**config.mk**
```make
export PLATFORM = sky130hd
export DESIGN_NAME = gafs_ram
export DESIGN_NICKNAME = d
export VERILOG_FILES = /design/src/hdl/gafs_ram.sv
export SDC_FILE = /design/constraint.sdc
export NUM_CORES = 2
export LEC_CHECK = 0
export BUFFER_PORTS_ARGS = -buffer_cell sky130_fd_sc_hd__buf_2
export CAP_MARGIN = 20
export CORE_ASPECT_RATIO = 1.1
export CORE_MARGIN = 2
export CORE_UTILIZATION = 45
export DETAILED_ROUTE_END_ITERATION = 10
export SYNTH_ARGS = -nofsm -noshare
export SYNTH_HDL_FRONTEND = slang
export SYNTH_SLANG_ARGS = --single-unit
```
**constraint.sdc**
```tcl
create_clock -name clk -period 4.6 [get_ports clk]
set_clock_uncertainty 0.05 [all_clocks]
set_input_delay 0.69 -clock clk [delete_from_list [all_inputs] [get_ports clk]]
set_output_delay 0.69 -clock clk [all_outputs]
set_load 0.02 [all_outputs]
```
**src/hdl/gafs_ram.sv**
```systemverilog
// Generic single-port-write, single-port-read RAM with a registered read.
// Depends on nothing; instanced for the map, the cell store and the queue.
module gafs_ram #(
  parameter int WIDTH = 8,
  parameter int DEPTH = 256
) (
  input  logic                     clk,
  input  logic                     we,
  input  logic [$clog2(DEPTH)-1:0] waddr,
  input  logic [WIDTH-1:0]         wdata,
  input  logic [$clog2(DEPTH)-1:0] raddr,
  output logic [WIDTH-1:0]         rdata
);

  logic [WIDTH-1:0] mem [DEPTH];

  always_ff @(posedge clk) begin
    if (we) begin
      mem[waddr] <= wdata;
    end
    rdata <= mem[raddr];
  end

endmodule

```
# After elaboration in Yosys (flattened, before gate mapping)
# Memories as Yosys holds them, arrays and structs flattened. A register that Yosys moved wholly into a read port is not among the register bits.
# Index checks and enable logic that the tools add are counted.
[op_classes]
add_sub_neg = 0
n_mul = 0
n_div = 0
n_lt_le_gt_ge = 0
n_eq_ne = 0
shift = 0
muxes = 2
n_bitwise = 0
reduce_logical = 0
[ops]
columns = ["op", "count"]
rows = [
  ["1-bit 2-to-1 mux", 2],
]
[totals]
regBits = 0
latchBits = 0
ramBits = 2048
mem_bits_ro = 0
out_inout_bits = 8
elab_cells = 3
mem_count = 1
[memory_table]
columns = ["memory", "depth", "word_bits", "rd", "rd_clocked_by_memory_dff", "write_ports", "line", "rtl"]
rows = [
  ["mem", 256, 8, 1, 1, 1, "15", "logic [WIDTH-1:0] mem [DEPTH];"],
]

# Logic depth before layout (Yosys ltp)
[logic_depth]
ltp_word = 2
mapped_depth = 11
depth_no_buf = 6

# Worst setup path after synthesis
# Ideal clock, no wire load.
[synth_timing]
path_kind = "input-to-reg"
start = "input port raddr[0]"
end = "register rdata[2] (read register of mem)"
setup_time_ps = 131
t_arrival_ps = 2497
path_slack_ps = 1922
cell_stages = 9
path_buffers = 4
cell_sequence = "buf_6 > buf_12 > buf_8 > buf_2 > mux4_2 > a22oi_1 > a21oi_1 > nor4_1 > nor4_2"
[synth_rtl]
columns = ["element", "line", "rtl"]
rows = [
  ["start, declared", "11", "input logic [$clog2(DEPTH)-1:0] raddr,"],
  ["end, declared", "12", "output logic [WIDTH-1:0] rdata"],
]

==> qor.csv <==
metric,value,unit
port_buffers,33,
drv_slew,0,
worstMarginPinSlew,1.12,ns
hold_viol,0,
cts_max_level,4,
synth.top_cell.area_share,77.3,%
synth_edf_count,2048,
grt_max_degree,144,
clock_sinks,2056,
clock_latency,0.84,ns
die_h,445,µm
hold_path.class,in -> reg,
die-area,180000,µm²
first_global_vias,39044,
drv_cap,0,
via_count,38669,
cts_buffer_depth,3,
p_leak,27.6,nW
end_kind,register,
arrival,3.93,ns
post-place-ws,0.328,ns
place_congestion,0.858,
rsz0062_at_grt,no,
io_pins,34,
cpLargestDelayFamily,simple AND/OR/NAND/NOR gates,
viasPerCell,6.04,
clk_pin_slew,0.06,ns
final.setup.tns,0,ns
synth_cells,3733,
post_cts_resize_count,0,
synth_compound_area_share,3.42,%
yosysMostFrequentCell,edfxtp_1,
first_pass_iters,5,
fin_nets,3968,
die_w,405,µm
cp_cell_sequence,buf_8 -> buf_4 -> buf_4 -> mux4_2 -> a22o_1 -> a221oi_1 -> o32ai_1 -> nor3_1 -> nor4_1,
cts_tree,done,
cts_buffers,199,
cpMostUsedCell,buf_4,
ir_drop,0.331,mV
cp_max_fo,31,
drtAntennaViolNets,0,
powerDensity,428,nW/µm²
avgSynthCellArea,21.3,µm²
rows,161,
post_cts_buffers,0,
synth_ff_type,edfxtp_1,
dp_hpwl,123,mm
cts_hold_buf,0,
finalPower,38.3,mW
met1_length,80.8,mm
synth_top_family_by_area,multiplexers,
synth_commonest_cells,"edfxtp_1 (2,048), mux4_2 (454), nor2_1 (282)",
wl_per_cell,30.8,µm
crit_type,in -> reg,
crit_required,5.22,ns
synth_area,79600,µm²
grtUsageTotal,22.0,%
dr_wl_met2,96.4,mm
grt_pass1_wl,284,mm
wirelength,197,mm
syn_to_final_growth,12.5,%
max_freq,302,MHz
status,"complete, no violations",
critPathBufInv,3,
wl_met3,14.3,mm
muxShareOfSynthArea,14.6,%
synthAdderAreaFrac,0,%
antenna_found_initial,13,
max_stage_delay,0.81,ns
ys_seq_area_share,77.5,%
synth_area_leaders,"edfxtp_1 (77%), mux4_2 (13%), mux2i_1 (1.7%)",
drt_iter0_markers,4892,
routed.top_layer,met5,
drcViolationCount,0,
critical_path.slowest_cell,nor3_1,
ys_ff_latch,2056,
synth_xor_area_share,0,%
synth_top_area_cell,edfxtp_1,
period_share,71.9,%
synthSimpleGateAreaFrac,2.63,%
setup_viol,0,
setup_ws,1.29,ns
drive_gt1_share,24.1,%
slew_headroom,24.8,%
critPathLaunchType,primary input,
start_util,45.4,%
fin_crit,3.31,ns
synth_cell_type_count,55,
grt.overflow.total,0,
yosys_warnings,0,
cts-root-buf,clkbuf_16,
coreArea,175000,µm²
async_reset_ff_share,0,%
synth_fp_nets,3759,
power breakdown:
group	internal, mW	total, mW	switching, mW	leakage, nW
clock network	8.81	15.7	6.90	3.05
logic	0.676	1.92	1.25	6.13
registers	20.7	20.7	0.0366	18.5
worst register-to-register path: stages, from the launching register on:
cell and delay, ns:
edfxtp_1 0.37, mux4_2 0.48, a22o_1 0.26, a221oi_1 0.55
o32ai_1 0.28, nor3_1 0.67, nor4_1 0.15
cells by family (layout without fill, tap and decap cells):
kind of cell,Yosys count,in the layout
buf+inv,235,612
simple gates,466,466
compound gates,385,385
flops,2056,2056
other cells,0,8
mux,591,591
cell usage in the layout, fill, tap and decap left out, types with 4 or more instances in the layout:
master	n
buf_2	26
nor4_1	21
nand2b_1	8
a22oi_1	133
nor2_1	279
dfxtp_1	8
and2_1	5
a211oi_1	16
o32ai_1	4
mux4_2	454
nand4_1	10
clkinv_1	53
bufinv_16	12
nand2_1	33
o211ai_1	10
a21oi_1	96
or2_2	4
nor3_1	22
o21ai_0	10
nor4_2	6
o22a_1	5
clkbuf_1	46
clkinvlp_4	5
nand3_1	34
buf_4	175
buf_12	30
clkinv_2	41
o221ai_1	46
clkbuf_16	205
mux2i_1	134
edfxtp_1	2048
diode_2	8
buf_8	9
o22ai_1	28
a22o_1	8
nor2b_1	28
a221oi_1	13
area by class of cell:
cell class	instances	area (µm²)
fill	13748	85800
sequential	2056	61700
multi-input combinational	1442	16500
clock buffer	251	5300
tap	2282	2860
timing repair buffer	241	2190
clock inverter	118	923
antenna	8	20.0
inverter	2	7.51
routing by layer:
metal	global-route usage, %	vias up
li1	-	16149
met1	30.7	20735
met2	35.5	1471
met3	4.29	304
met4	6.47	10
met5	0	-
flip-flops by register name (all words and copies together) (netlist names):
| name | cells |
|---|---|
| mem | 2048 |
| rdata | 8 |
worst paths after layout:
| check | start | slack [ns] | cells past startpoint | endpoint |
|---|---|---|---|---|
| max | raddr[0] | 1.29 | 9 | rdata[3] |
| min | wdata[0] | 0.30 | 1 | mem[60][0] |
| max reg2reg | mem[83][3] | 1.64 | 6 | rdata[3] |
| min reg2reg | mem[22][0] | 1.11 | 6 | rdata[0] |
per-stage QoR:
stage	cell area, µm²	hold WS [ns]	util (%)	cells
4_1_cts	89400	0.276	51.0	6391
5_1_grt	89500	0.282	51.0	6395
2_1_floorplan	79600	0.720	-	3733
6_report	89500	0.298	51.1	6400
3_3_place_gp	83200	1.06	47.5	6017
3_5_place_dp	83200	1.09	47.5	6022
(Power assumes the default switching activity.)
